--- config.mk ---
export PLATFORM = sky130hd
export DESIGN_NAME = multi_queue_shared_buffer
export DESIGN_NICKNAME = d
export VERILOG_FILES = /design/src/design/mqsb_pkg.sv /design/src/design/mqsb_front.sv /design/src/design/mqsb_back.sv /design/src/design/mqsb_res_q.sv /design/src/design/multi_queue_shared_buffer.sv
export SDC_FILE = /design/constraint.sdc
export NUM_CORES = 1
export LEC_CHECK = 0
export BUFFER_PORTS_ARGS = -buffer_cell sky130_fd_sc_hd__buf_2
export CAP_MARGIN = 20
export CORE_MARGIN = 2
export CORE_UTILIZATION = 60
export CTS_BUF_LIST = sky130_fd_sc_hd__clkbuf_4 sky130_fd_sc_hd__clkbuf_8
export CTS_CLUSTER_SIZE = 8
export DETAILED_ROUTE_END_ITERATION = 10
export GPL_TIMING_DRIVEN = 0
export PLACE_DENSITY = 0.84
export SLEW_MARGIN = 20
export SYNTH_ARGS = -nofsm -noshare
export SYNTH_HDL_FRONTEND = slang
export SYNTH_SLANG_ARGS = --single-unit
--- constraint.sdc ---
create_clock -name i_clk -period 18.6 [get_ports i_clk]
set_clock_uncertainty 0.05 [all_clocks]
set_input_delay 3.72 -clock i_clk [delete_from_list [all_inputs] [get_ports i_clk]]
set_output_delay 3.72 -clock i_clk [all_outputs]
set_load 0.1 [all_outputs]
--- src/design/mqsb_pkg.sv ---
// Shared types and codes for the multi-queue shared slot buffer.
package mqsb_pkg;

    // Operation codes carried in the op field.
    localparam logic OP_ENQ = 1'b0;
    localparam logic OP_DEQ = 1'b1;

    // Status codes carried in the status field.
    localparam logic [1:0] ST_OK    = 2'd0;
    localparam logic [1:0] ST_FULL  = 2'd1;
    localparam logic [1:0] ST_EMPTY = 2'd2;

    typedef struct packed {
        logic               op;
        logic [1:0]         queue_id;
        logic signed [31:0] value;
    } t_in_item;

    typedef struct packed {
        logic signed [31:0] data_out;
        logic [1:0]         status;
        logic               store_full;
    } t_out_item;

    // Command class decided by the front end.
    typedef enum logic [1:0] {
        K_ENQ,
        K_DEQ,
        K_ENQ_BAD,
        K_DEQ_BAD
    } t_kind;

    typedef struct packed {
        t_kind              kind;
        logic [1:0]         queue_id;
        logic signed [31:0] value;
    } t_cmd;

    // Back-end sequencer states.
    typedef enum logic [1:0] {
        BS_IDLE,
        BS_LINK,
        BS_COMMIT
    } t_bstate;

endpackage

--- src/design/mqsb_front.sv ---
// Front end: accepts items, classifies them and holds them in a two-entry queue.
module mqsb_front #(
    parameter int NUM_QUEUES = 4
) (
    input  logic              i_clk,
    input  logic              i_rst_n,
    input  logic              push,
    output logic              full,
    input  mqsb_pkg::t_in_item i_item,
    output logic              o_cmd_valid,
    output mqsb_pkg::t_cmd    o_cmd,
    input  logic              i_cmd_take
);
    import mqsb_pkg::*;

    t_cmd       r_buf [2];
    logic       r_wp;
    logic       r_rp;
    logic [1:0] r_cnt;
    logic [1:0] n_cnt;
    logic       w_wr;
    logic       w_rd;
    logic       w_qok;
    t_cmd       w_cmd;

    assign full        = (r_cnt == 2'd2);
    assign o_cmd_valid = (r_cnt != 2'd0);
    assign o_cmd       = r_buf[r_rp];
    assign w_wr        = push && !full;
    assign w_rd        = i_cmd_take && o_cmd_valid;

    always_comb begin
        w_qok          = (int'(i_item.queue_id) < NUM_QUEUES);
        w_cmd.queue_id = i_item.queue_id;
        w_cmd.value    = i_item.value;
        unique case ({i_item.op, w_qok})
            {OP_ENQ, 1'b1}: w_cmd.kind = K_ENQ;
            {OP_DEQ, 1'b1}: w_cmd.kind = K_DEQ;
            {OP_ENQ, 1'b0}: w_cmd.kind = K_ENQ_BAD;
            default:        w_cmd.kind = K_DEQ_BAD;
        endcase
    end

    always_comb begin
        n_cnt = r_cnt;
        priority if (w_wr && !w_rd) begin
            n_cnt = r_cnt + 2'd1;
        end else if (w_rd && !w_wr) begin
            n_cnt = r_cnt - 2'd1;
        end
    end

    always_ff @(posedge i_clk) begin
        if (!i_rst_n) begin
            r_wp  <= 1'b0;
            r_rp  <= 1'b0;
            r_cnt <= 2'd0;
        end else begin
            r_cnt <= n_cnt;
            if (w_wr) begin
                r_wp <= ~r_wp;
            end
            if (w_rd) begin
                r_rp <= ~r_rp;
            end
        end
    end

    always_ff @(posedge i_clk) begin
        if (w_wr) begin
            r_buf[r_wp] <= w_cmd;
        end
    end

endmodule

--- src/design/mqsb_back.sv ---
// Back end: walks the slot lists and carries out one enqueue or dequeue at a time.
module mqsb_back #(
    parameter int NUM_QUEUES = 4,
    parameter int NUM_SLOTS  = 16,
    parameter int DATA_WIDTH = 32
) (
    input  logic               i_clk,
    input  logic               i_rst_n,
    input  logic               i_cmd_valid,
    input  mqsb_pkg::t_cmd     i_cmd,
    output logic               o_cmd_take,
    input  logic               i_res_ready,
    output logic               o_res_push,
    output mqsb_pkg::t_out_item o_res
);
    import mqsb_pkg::*;

    localparam int SW  = $clog2(NUM_SLOTS + 1);
    localparam int AW  = $clog2(NUM_SLOTS);
    localparam int QW  = (NUM_QUEUES > 1) ? $clog2(NUM_QUEUES) : 1;
    localparam int QIW = (QW > 2) ? QW : 2;
    localparam int DW  = DATA_WIDTH;
    localparam logic [SW-1:0] NULL_LINK = SW'(NUM_SLOTS);

    // Queue table word: head link above, tail slot below.
    logic [SW+AW-1:0] qmem [NUM_QUEUES];
    logic [SW-1:0]    link_mem [NUM_SLOTS];
    logic [DW-1:0]    data_mem [NUM_SLOTS];

    t_bstate          r_state;
    t_bstate          n_state;
    t_cmd             r_cmd;
    logic [QW-1:0]    r_qidx;
    logic [NUM_QUEUES-1:0] r_qvld;
    logic [NUM_QUEUES-1:0] n_qvld;
    logic [SW+AW-1:0] r_qrd;
    logic [SW-1:0]    r_head;
    logic [AW-1:0]    r_tail;
    logic [SW-1:0]    r_link_rd;
    logic [DW-1:0]    r_data_rd;
    logic [SW-1:0]    r_free_head;
    logic [SW-1:0]    n_free_head;
    logic [SW-1:0]    r_fill;
    logic [SW-1:0]    n_fill;

    logic [QIW-1:0]   w_qid_wide;
    logic [QW-1:0]    w_qidx_in;
    logic             w_good_in;
    logic [SW-1:0]    w_head;

    logic             q_re;
    logic             q_we;
    logic [SW+AW-1:0] q_wdata;
    logic             link_re;
    logic [AW-1:0]    link_raddr;
    logic             link_we;
    logic [AW-1:0]    link_waddr;
    logic [SW-1:0]    link_wdata;
    logic             data_re;
    logic [AW-1:0]    data_raddr;
    logic             data_we;
    logic [AW-1:0]    data_waddr;
    logic [DW-1:0]    data_wdata;

    assign w_qid_wide = QIW'(i_cmd.queue_id);
    assign w_qidx_in  = w_qid_wide[QW-1:0];
    assign w_good_in  = (i_cmd.kind == K_ENQ) || (i_cmd.kind == K_DEQ);
    // A queue never written since reset reads as empty.
    assign w_head     = r_qvld[r_qidx] ? r_qrd[SW+AW-1:AW] : NULL_LINK;

    always_comb begin
        n_state     = r_state;
        o_cmd_take  = 1'b0;
        o_res_push  = 1'b0;
        o_res       = '0;
        q_re        = 1'b0;
        q_we        = 1'b0;
        q_wdata     = '0;
        link_re     = 1'b0;
        link_raddr  = '0;
        link_we     = 1'b0;
        link_waddr  = '0;
        link_wdata  = '0;
        data_re     = 1'b0;
        data_raddr  = '0;
        data_we     = 1'b0;
        data_waddr  = '0;
        data_wdata  = '0;
        n_free_head = r_free_head;
        n_fill      = r_fill;
        n_qvld      = r_qvld;
        unique case (r_state)
            BS_IDLE: begin
                if (i_cmd_valid && i_res_ready) begin
                    o_cmd_take = 1'b1;
                    q_re       = w_good_in;
                    n_state    = BS_LINK;
                end
            end
            BS_LINK: begin
                n_state = BS_COMMIT;
                if (r_cmd.kind == K_ENQ && r_free_head != NULL_LINK) begin
                    // Slots at or above the fill mark still hold their reset chain.
                    link_re    = (r_free_head < r_fill);
                    link_raddr = r_free_head[AW-1:0];
                end
                if (r_cmd.kind == K_DEQ && w_head != NULL_LINK) begin
                    link_re    = 1'b1;
                    link_raddr = w_head[AW-1:0];
                    data_re    = 1'b1;
                    data_raddr = w_head[AW-1:0];
                end
            end
            BS_COMMIT: begin
                n_state      = BS_IDLE;
                o_res_push   = 1'b1;
                o_res.status = ST_OK;
                unique case (r_cmd.kind)
                    K_ENQ: begin
                        if (r_free_head == NULL_LINK) begin
                            o_res.status = ST_FULL;
                        end else begin
                            n_free_head = (r_free_head < r_fill) ? r_link_rd
                                                                 : r_free_head + SW'(1);
                            if (r_free_head == r_fill) begin
                                n_fill = r_fill + SW'(1);
                            end
                            data_we    = 1'b1;
                            data_waddr = r_free_head[AW-1:0];
                            data_wdata = DW'($unsigned(r_cmd.value));
                            q_we       = 1'b1;
                            q_wdata    = {(r_head == NULL_LINK) ? r_free_head : r_head,
                                          r_free_head[AW-1:0]};
                            n_qvld[r_qidx] = 1'b1;
                            // The tail's link is left open until the next slot joins.
                            if (r_head != NULL_LINK) begin
                                link_we    = 1'b1;
                                link_waddr = r_tail;
                                link_wdata = r_free_head;
                            end
                        end
                    end
                    K_DEQ: begin
                        if (r_head == NULL_LINK) begin
                            o_res.status = ST_EMPTY;
                        end else begin
                            q_we       = 1'b1;
                            q_wdata    = {(r_head[AW-1:0] == r_tail) ? NULL_LINK : r_link_rd,
                                          r_tail};
                            link_we    = 1'b1;
                            link_waddr = r_head[AW-1:0];
                            link_wdata = r_free_head;
                            n_free_head = r_head;
                            o_res.data_out = 32'($signed(r_data_rd));
                        end
                    end
                    K_ENQ_BAD: o_res.status = ST_FULL;
                    default:   o_res.status = ST_EMPTY;
                endcase
                o_res.store_full = (n_free_head == NULL_LINK);
            end
            default: n_state = BS_IDLE;
        endcase
    end

    always_ff @(posedge i_clk) begin
        if (!i_rst_n) begin
            r_state     <= BS_IDLE;
            r_qvld      <= '0;
            r_free_head <= '0;
            r_fill      <= '0;
        end else begin
            r_state     <= n_state;
            r_qvld      <= n_qvld;
            r_free_head <= n_free_head;
            r_fill      <= n_fill;
        end
    end

    always_ff @(posedge i_clk) begin
        if (o_cmd_take) begin
            r_cmd  <= i_cmd;
            r_qidx <= w_qidx_in;
        end
        if (r_state == BS_LINK) begin
            r_head <= w_head;
            r_tail <= r_qrd[AW-1:0];
        end
    end

    always_ff @(posedge i_clk) begin
        if (q_we) begin
            qmem[r_qidx] <= q_wdata;
        end
        if (q_re) begin
            r_qrd <= qmem[w_qidx_in];
        end
    end

    always_ff @(posedge i_clk) begin
        if (link_we) begin
            link_mem[link_waddr] <= link_wdata;
        end
        if (link_re) begin
            r_link_rd <= link_mem[link_raddr];
        end
    end

    always_ff @(posedge i_clk) begin
        if (data_we) begin
            data_mem[data_waddr] <= data_wdata;
        end
        if (data_re) begin
            r_data_rd <= data_mem[data_raddr];
        end
    end

endmodule

--- src/design/mqsb_res_q.sv ---
// Result queue: two-entry buffer between the back end and the result port.
module mqsb_res_q (
    input  logic               i_clk,
    input  logic               i_rst_n,
    input  logic               i_push,
    input  mqsb_pkg::t_out_item i_res,
    output logic               o_ready,
    output logic               empty,
    output mqsb_pkg::t_out_item o_result,
    input  logic               pop
);
    import mqsb_pkg::*;

    t_out_item  r_buf [2];
    logic       r_wp;
    logic       r_rp;
    logic [1:0] r_cnt;
    logic [1:0] n_cnt;
    logic       w_wr;
    logic       w_rd;

    assign o_ready  = (r_cnt != 2'd2);
    assign empty    = (r_cnt == 2'd0);
    assign o_result = r_buf[r_rp];
    assign w_wr     = i_push && o_ready;
    assign w_rd     = pop && !empty;

    always_comb begin
        n_cnt = r_cnt;
        priority if (w_wr && !w_rd) begin
            n_cnt = r_cnt + 2'd1;
        end else if (w_rd && !w_wr) begin
            n_cnt = r_cnt - 2'd1;
        end
    end

    always_ff @(posedge i_clk) begin
        if (!i_rst_n) begin
            r_wp  <= 1'b0;
            r_rp  <= 1'b0;
            r_cnt <= 2'd0;
        end else begin
            r_cnt <= n_cnt;
            if (w_wr) begin
                r_wp <= ~r_wp;
            end
            if (w_rd) begin
                r_rp <= ~r_rp;
            end
        end
    end

    always_ff @(posedge i_clk) begin
        if (w_wr) begin
            r_buf[r_wp] <= i_res;
        end
    end

endmodule

--- src/design/multi_queue_shared_buffer.sv ---
// Top level: several FIFO queues sharing one linked slot store.
//
//   channel   direction  handshake            payload
//   items     in         push / full          i_item   (op, queue_id, value)
//   results   out        empty / pop          o_result (data_out, status, store_full)
//
// Each operation passes through the back end in order: queue table read, slot link and
// data read, then commit; each later step uses the registered memory read of the one before.
// Items wait in a two-entry front queue, results in a two-entry result queue, so
// either side may stall without holding up the other until its queue fills.
// Reset is synchronous and needs no clearing pass: a fill mark tracks which slots
// still hold their reset link chain.
module multi_queue_shared_buffer #(
    parameter int NUM_QUEUES = 4,
    parameter int NUM_SLOTS  = 16,
    parameter int DATA_WIDTH = 32
) (
    input  logic                i_clk,
    input  logic                i_rst_n,
    input  logic                push,
    output logic                full,
    input  mqsb_pkg::t_in_item  i_item,
    output logic                empty,
    input  logic                pop,
    output mqsb_pkg::t_out_item o_result
);
    import mqsb_pkg::*;

    logic      w_cmd_valid;
    t_cmd      w_cmd;
    logic      w_cmd_take;
    logic      w_res_ready;
    logic      w_res_push;
    t_out_item w_res;

    mqsb_front #(
        .NUM_QUEUES (NUM_QUEUES)
    ) u_front (
        .i_clk       (i_clk),
        .i_rst_n     (i_rst_n),
        .push        (push),
        .full        (full),
        .i_item      (i_item),
        .o_cmd_valid (w_cmd_valid),
        .o_cmd       (w_cmd),
        .i_cmd_take  (w_cmd_take)
    );

    mqsb_back #(
        .NUM_QUEUES (NUM_QUEUES),
        .NUM_SLOTS  (NUM_SLOTS),
        .DATA_WIDTH (DATA_WIDTH)
    ) u_back (
        .i_clk       (i_clk),
        .i_rst_n     (i_rst_n),
        .i_cmd_valid (w_cmd_valid),
        .i_cmd       (w_cmd),
        .o_cmd_take  (w_cmd_take),
        .i_res_ready (w_res_ready),
        .o_res_push  (w_res_push),
        .o_res       (w_res)
    );

    mqsb_res_q u_res_q (
        .i_clk    (i_clk),
        .i_rst_n  (i_rst_n),
        .i_push   (w_res_push),
        .i_res    (w_res),
        .o_ready  (w_res_ready),
        .empty    (empty),
        .o_result (o_result),
        .pop      (pop)
    );

endmodule

Word level (Yosys, flattened, before mapping)
Memories as Yosys holds them, arrays and structs flattened. A register that Yosys moved wholly into a read port is not among the register bits.
Cells that the tools add are included.
{ "word_totals": {"ff_bits": 69, "mem_bits_rw": 770, "input_bits": 39, "elab_cells": 163, "memories": 5} }
{ "memory_table": {"columns": ["name", "words", "width", "rd", "rd_ports_with_merged_regs", "write_ports", "line", "source"], "rows": [
  ["u_back.data_mem", 16, 32, 1, 1, 1, "mqsb_back.sv:28", "logic [DW-1:0] data_mem [NUM_SLOTS];"],
  ["u_back.link_mem", 16, 5, 1, 1, 1, "mqsb_back.sv:27", "logic [SW-1:0] link_mem [NUM_SLOTS];"],
  ["u_front.r_buf", 2, 36, 1, 1, 1, "mqsb_front.sv:16", "t_cmd r_buf [2];"],
  ["u_res_q.r_buf", 2, 35, 1, 1, 1, "mqsb_res_q.sv:14", "t_out_item r_buf [2];"],
  ["u_back.qmem", 4, 9, 1, 1, 1, "mqsb_back.sv:26", "logic [SW+AW-1:0] qmem [NUM_QUEUES];"]
]} }
{ "op_classes": {"add_sub_neg": 6, "n_lt_le_gt_ge": 3, "eq_ne": 16, "mux": 83, "bitwise_logic": 7, "n_reduce_logical": 28} }
{ "op_table": {"columns": ["op", "count"], "rows": [
  ["$mux W32", 5],
  ["$mux W5", 10],
  ["$mux W4", 12],
  ["$mux W1", 35],
  ["$mux W35", 1],
  ["$mux W9", 3],
  ["$pmux W5 S2", 2],
  ["$pmux W9 S2", 1],
  ["$eq A5 B5 Y1 const B", 3],
  ["$ne A5 B5 Y1 const B", 3],
  ["$logic_and A1 B1 Y1", 12],
  ["$mux W2", 6],
  ["$add A5 B1 Y5 const B", 2],
  ["$logic_not A2 Y1", 4],
  ["$pmux W2 S2", 2],
  ["$pmux W4 S2", 1],
  ["$eq A2 B1 Y1 const B", 3],
  ["$eq A2 B2 Y1 const B", 3],
  ["$logic_not A1 Y1", 6],
  ["$not A1 Y1", 6],
  ["$pmux W2 S3", 1],
  ["$reduce_bool A2 Y1", 3],
  ["$eq A5 B5 Y1", 1],
  ["$lt A5 B5 Y1", 1],
  ["other kinds (14)", 17]
]} }

Depth between registers and ports, before layout
{ "logic_depth": {"ltp_word": 8, "ltp_mapped": 11, "mapped_depth_nobuf": 9} }

Hierarchy
A second synthesis with hierarchy kept.
{ "unflattened": {"hier_cells": 2053, "area_unflattened_um2": 34689.5} }
{ "modules_own_cells": {"columns": ["module", "n_inst", "cells_per_inst", "area_per_inst_um2", "seq_area_each_um2"], "rows": [
  ["mqsb_back", 1, 1784, 29161.7, 21911.0],
  ["mqsb_front", 1, 136, 2771.4, 2202.1],
  ["mqsb_res_q", 1, 133, 2756.4, 2202.1]
]} }

Least setup slack after synthesis
Ideal clock, no wire load.
{ "synth_path": {"path_type": "register to register", "startpoint": "reg u_res_q.r_cnt[0]", "endpoint": "reg u_front.r_cnt[1]", "setup_time_ns": 0.076, "arrival_ns": 6.083, "setup_slack_ns": 12.391, "path_stages_with_launch": 8, "n_path_buf": 0, "cell_sequence": "dfxtp_1 nor2b_1 nor4_1 inv_1 ha_1 xor2_1 or3_1 a21boi_0"} }
{ "synth_between": {"elab_chain_cells": 8} }
{ "synth_lines": {"columns": ["item", "line", "source"], "rows": [
  ["start, declared", "mqsb_res_q.sv:17", "logic [1:0] r_cnt;"],
  ["start signal, assigned", "mqsb_res_q.sv:43", "r_cnt <= n_cnt;"],
  ["$ne A2 B2 Y1 (*)", "mqsb_res_q.sv:22", "assign o_ready = (r_cnt != 2'd2);"],
  ["$logic_and A1 B1 Y1 (*)", "mqsb_back.sv:94", "if (i_cmd_valid && i_res_ready) begin"],
  ["$mux W1 (*)", "mqsb_back.sv:94", null],
  ["$mux W1 (*)", "mqsb_back.sv:92", "unique case (r_state)"],
  ["net u_back.o_cmd_take", "mqsb_back.sv:11", "output logic o_cmd_take,"],
  ["$logic_and A1 B1 Y1 (*)", "mqsb_front.sv:30", "assign w_rd = i_cmd_take && o_cmd_valid;"],
  ["$logic_not A1 Y1", "mqsb_front.sv:46", "priority if (w_wr && !w_rd) begin"],
  ["$logic_and A1 B1 Y1", "mqsb_front.sv:46", null],
  ["$mux W2 or $reduce_bool A2 Y1 (tied branches)", null, null],
  ["end signal, assigned", "mqsb_front.sv:59", "r_cnt <= n_cnt;"],
  ["end, declared", "mqsb_front.sv:19", "logic [1:0] r_cnt;"]
]} }
The timed path passes the listed nets; every way through them passes the cells marked *.
A chain may end at the register's enable or synchronous reset.

==> results.sh <==
export IMPL_status="finished, final reports clean"
export IMPL_core_area_um2=56300
export IMPL_layout_commonest_cell="edfxtp_1"
export IMPL_gp_congestion=0.883
export IMPL_routedWlPerCell_um=25.2
export IMPL_leakagePower_nw=12.9
export IMPL_wl_met2_um=38100
export IMPL_worstPathArrival_ns=2.85
export IMPL_drive_above_1_share_pct=24.1
export IMPL_cts_setup_buffers=0
export IMPL_max_freq_mhz=151
export IMPL_highest_layer="met5"
export IMPL_postSynth_asyncResetShare_pct=0
export IMPL_clk_pin_slew_worst_paths_ns=0.06
export IMPL_cts_hold_buf=0
export IMPL_multi_input_area_um2=7450
export IMPL_nFillCells=3428
export IMPL_cp_required_ns=14.83
export IMPL_hpwl_um=51000
export IMPL_layout_min_cycle_time_ns=6.62
export IMPL_avgSynthCellArea_um2=17.0
export IMPL_design_portCount=76
export IMPL_cts_max_level=4
export IMPL_tightest_slew_ns=1.08
export IMPL_die_w_um=242
export IMPL_area_growth_syn_to_layout_pct=13.5
export IMPL_worst_setup_path_start_kind="register"
export IMPL_ys_ff_latch=884
export IMPL_final_seq_area_um2=26300
export IMPL_maxCapViolCount=0
export IMPL_setup_viol=0
export IMPL_critPathKind="register to output port"
export IMPL_slew_violations=0
export IMPL_antenna_left=0
export IMPL_slowest_stage="clkbuf_1"
export IMPL_die_area_um2=58800
export IMPL_layout_common_cells="858 x edfxtp_1, 291 x nand2_1, 142 x clkbuf_8, 114 x nand3_1, 108 x buf_2"
export IMPL_fin_tns_setup_ns=0
export IMPL_slew_headroom_pct=28.2
export IMPL_yosysWarnings=0
export IMPL_synth_nets=2059
export IMPL_cts_root_buf="clkbuf_8"
export IMPL_gr_total_overflow=0
export IMPL_hp_class="register to register"
export IMPL_cp_top_family="buffers and inverters"
export IMPL_drt_iter0_drc=2672
export IMPL_ir_drop_v=0.0000788
export IMPL_viasPerCell=6.25
export IMPL_crit_buf_inv=3
export IMPL_final_hold_violation_count=0
export IMPL_netlist_instances=2010
export IMPL_grt_pass1_wl_um=118000
export IMPL_rows=87
export IMPL_dr_total_vias=19443
export IMPL_die_height_um=242
export IMPL_syn_cell_area_um2=34100
export IMPL_period_share_pct=35.6
export IMPL_reg2reg_setup_slack_ns=13.86
export IMPL_routed_wl_um=78400
export IMPL_first_global_vias=19892
export IMPL_cp_max_fo=10
export IMPL_synth_cell_types=50
export IMPL_rsz0062_at_grt="false"
export IMPL_port_buffers=75
export IMPL_drt_met1_wl_um=28100
export IMPL_clock_sinks=884
export IMPL_cts_resized=0
export IMPL_crit_chain="clkbuf_1, clkbuf_1, mux2_2, buf_2"
export IMPL_critical_path_most_common_cell="clkbuf_1"
export IMPL_clockBufferDepth=3
export IMPL_ys_seq_area_share_pct=77.1
export IMPL_grt_max_degree=32
export IMPL_grtUsageTotal_pct=27.2
export IMPL_nNetsFinal=2323
export IMPL_initial_core_util_pct=60.6
export IMPL_critical_path_endpoint_type="output port"
export IMPL_ys_flop_type="edfxtp_1"
export IMPL_synth_edf_count=858
export IMPL_max_stage_delay_ns=0.56
export IMPL_final_util_pct=68.7
export IMPL_cts_buffers=139
export IMPL_pwr_density_cell_nw_per_um2=117
export IMPL_first_pass_iters=6
export IMPL_cts_tree="built"
export IMPL_route_met3_wl_um=9360
export IMPL_remaining_drc_errors=0
export IMPL_clk_latency_ns=0.79
export IMPL_antenna_found_initial=4
path summary, 6_finish.rpt:
check	to	cells past startpoint	start
worst max-delay path	o_result[31]	4	register
worst min-delay path	u_back.r_tail[3]	0	u_back.r_qrd[3]
worst max register to register	u_back.data_mem[1][10]	10	u_back.r_free_head[0]
worst min register to register	u_back.r_tail[3]	0	u_back.r_qrd[3]
routing by layer:
layer  GRT usage (%)  up-vias
li1                -     8281
met1            35.3     9498
met2            43.5     1409
met3            7.60      251
met4            11.6        4
met5               0        -
per-stage QoR:
step,power (mW),cell area [um^2],worst slack (ns),std cells,hold slack (ns)
floorplan,2.85,34100,12.39,2010,0.350
global placement,2.99,35400,9.58,2841,0.352
detailed placement,3.03,36100,12.74,2889,0.356
CTS,4.56,38700,11.84,3112,0.371
global route,4.69,38700,11.78,3113,0.383
finish,4.54,38700,11.98,3113,0.373
final cells by class:
type,count,area share (%)
diodes,1,0.00647
flip-flops and latches,884,67.9
plain buffers,104,1.24
multi-input cells,1009,19.3
clock inverters,29,0.530
repair buffers,123,2.40
inverters,13,0.126
clock buffers,194,6.06
well taps,756,2.44
report_power, final:
part           leakage, nW  total, mW  switching [mW]  internal [mW]
clock                 1.35       1.55           0.730          0.823
combinational         3.77      0.607           0.446          0.161
sequential            7.81       2.38          0.0466           2.34
total                 12.9       4.54            1.22           3.32
synthesized netlist by cell type (all sizes together) (3+ instances only):
cell | number | area, um^2
edfxtp | 858 | 25800
nand2 | 292 | 1100
nand3 | 114 | 571
mux4 | 97 | 2180
mux2 | 70 | 788
a21oi | 63 | 315
and2 | 60 | 375
clkbuf | 57 | 214
nor2 | 53 | 199
buf | 47 | 265
and3 | 45 | 282
nor3 | 36 | 180
o21ai | 32 | 160
o22ai | 27 | 169
dfxtp | 26 | 521
a22oi | 24 | 180
a31oi | 13 | 87.6
inv | 12 | 45.0
ha | 10 | 125
xnor2 | 9 | 78.8
xor2 | 8 | 70.1
nor2b | 7 | 43.8
nor4 | 7 | 43.8
nand2b | 6 | 37.5
o21a | 6 | 45.0
a21o | 4 | 30.0
mux2i | 4 | 40.0
a21boi | 3 | 22.5
cells by family (layout without fill, tap and decap cells):
| logic type | count (synthesis) | after routing | synth area share, % |
|---|---|---|---|
| flops | 884 | 884 | 77.1 |
| buf+inv | 117 | 463 | 1.55 |
| mux | 171 | 171 | 8.84 |
| fa+ha+maj | 10 | 10 | 0.367 |
| xor+xnor | 17 | 17 | 0.437 |
| other cells | 0 | 1 | 0 |
| simple gates | 628 | 628 | 8.48 |
| compound gates | 183 | 183 | 3.26 |
sequential cells by signal, indices dropped and copies added, names as in the netlist, 2 cells and up, named ones only:
signal / count
u_back.data_mem: 512
u_back.link_mem: 80
u_back.qmem: 36
u_back.r_cmd: 33
u_back.r_data_rd: 32
u_back.r_fill: 5
u_back.r_free_head: 5
u_back.r_head: 5
u_back.r_link_rd: 5
u_back.r_qidx: 2
u_back.r_qrd: 9
u_back.r_qvld: 4
u_back.r_state: 2
u_back.r_tail: 4
u_front.r_buf: 70
u_front.r_cnt: 2
u_res_q.r_buf: 70
u_res_q.r_cnt: 2
Note: power is estimated with default switching activity, not from simulation.
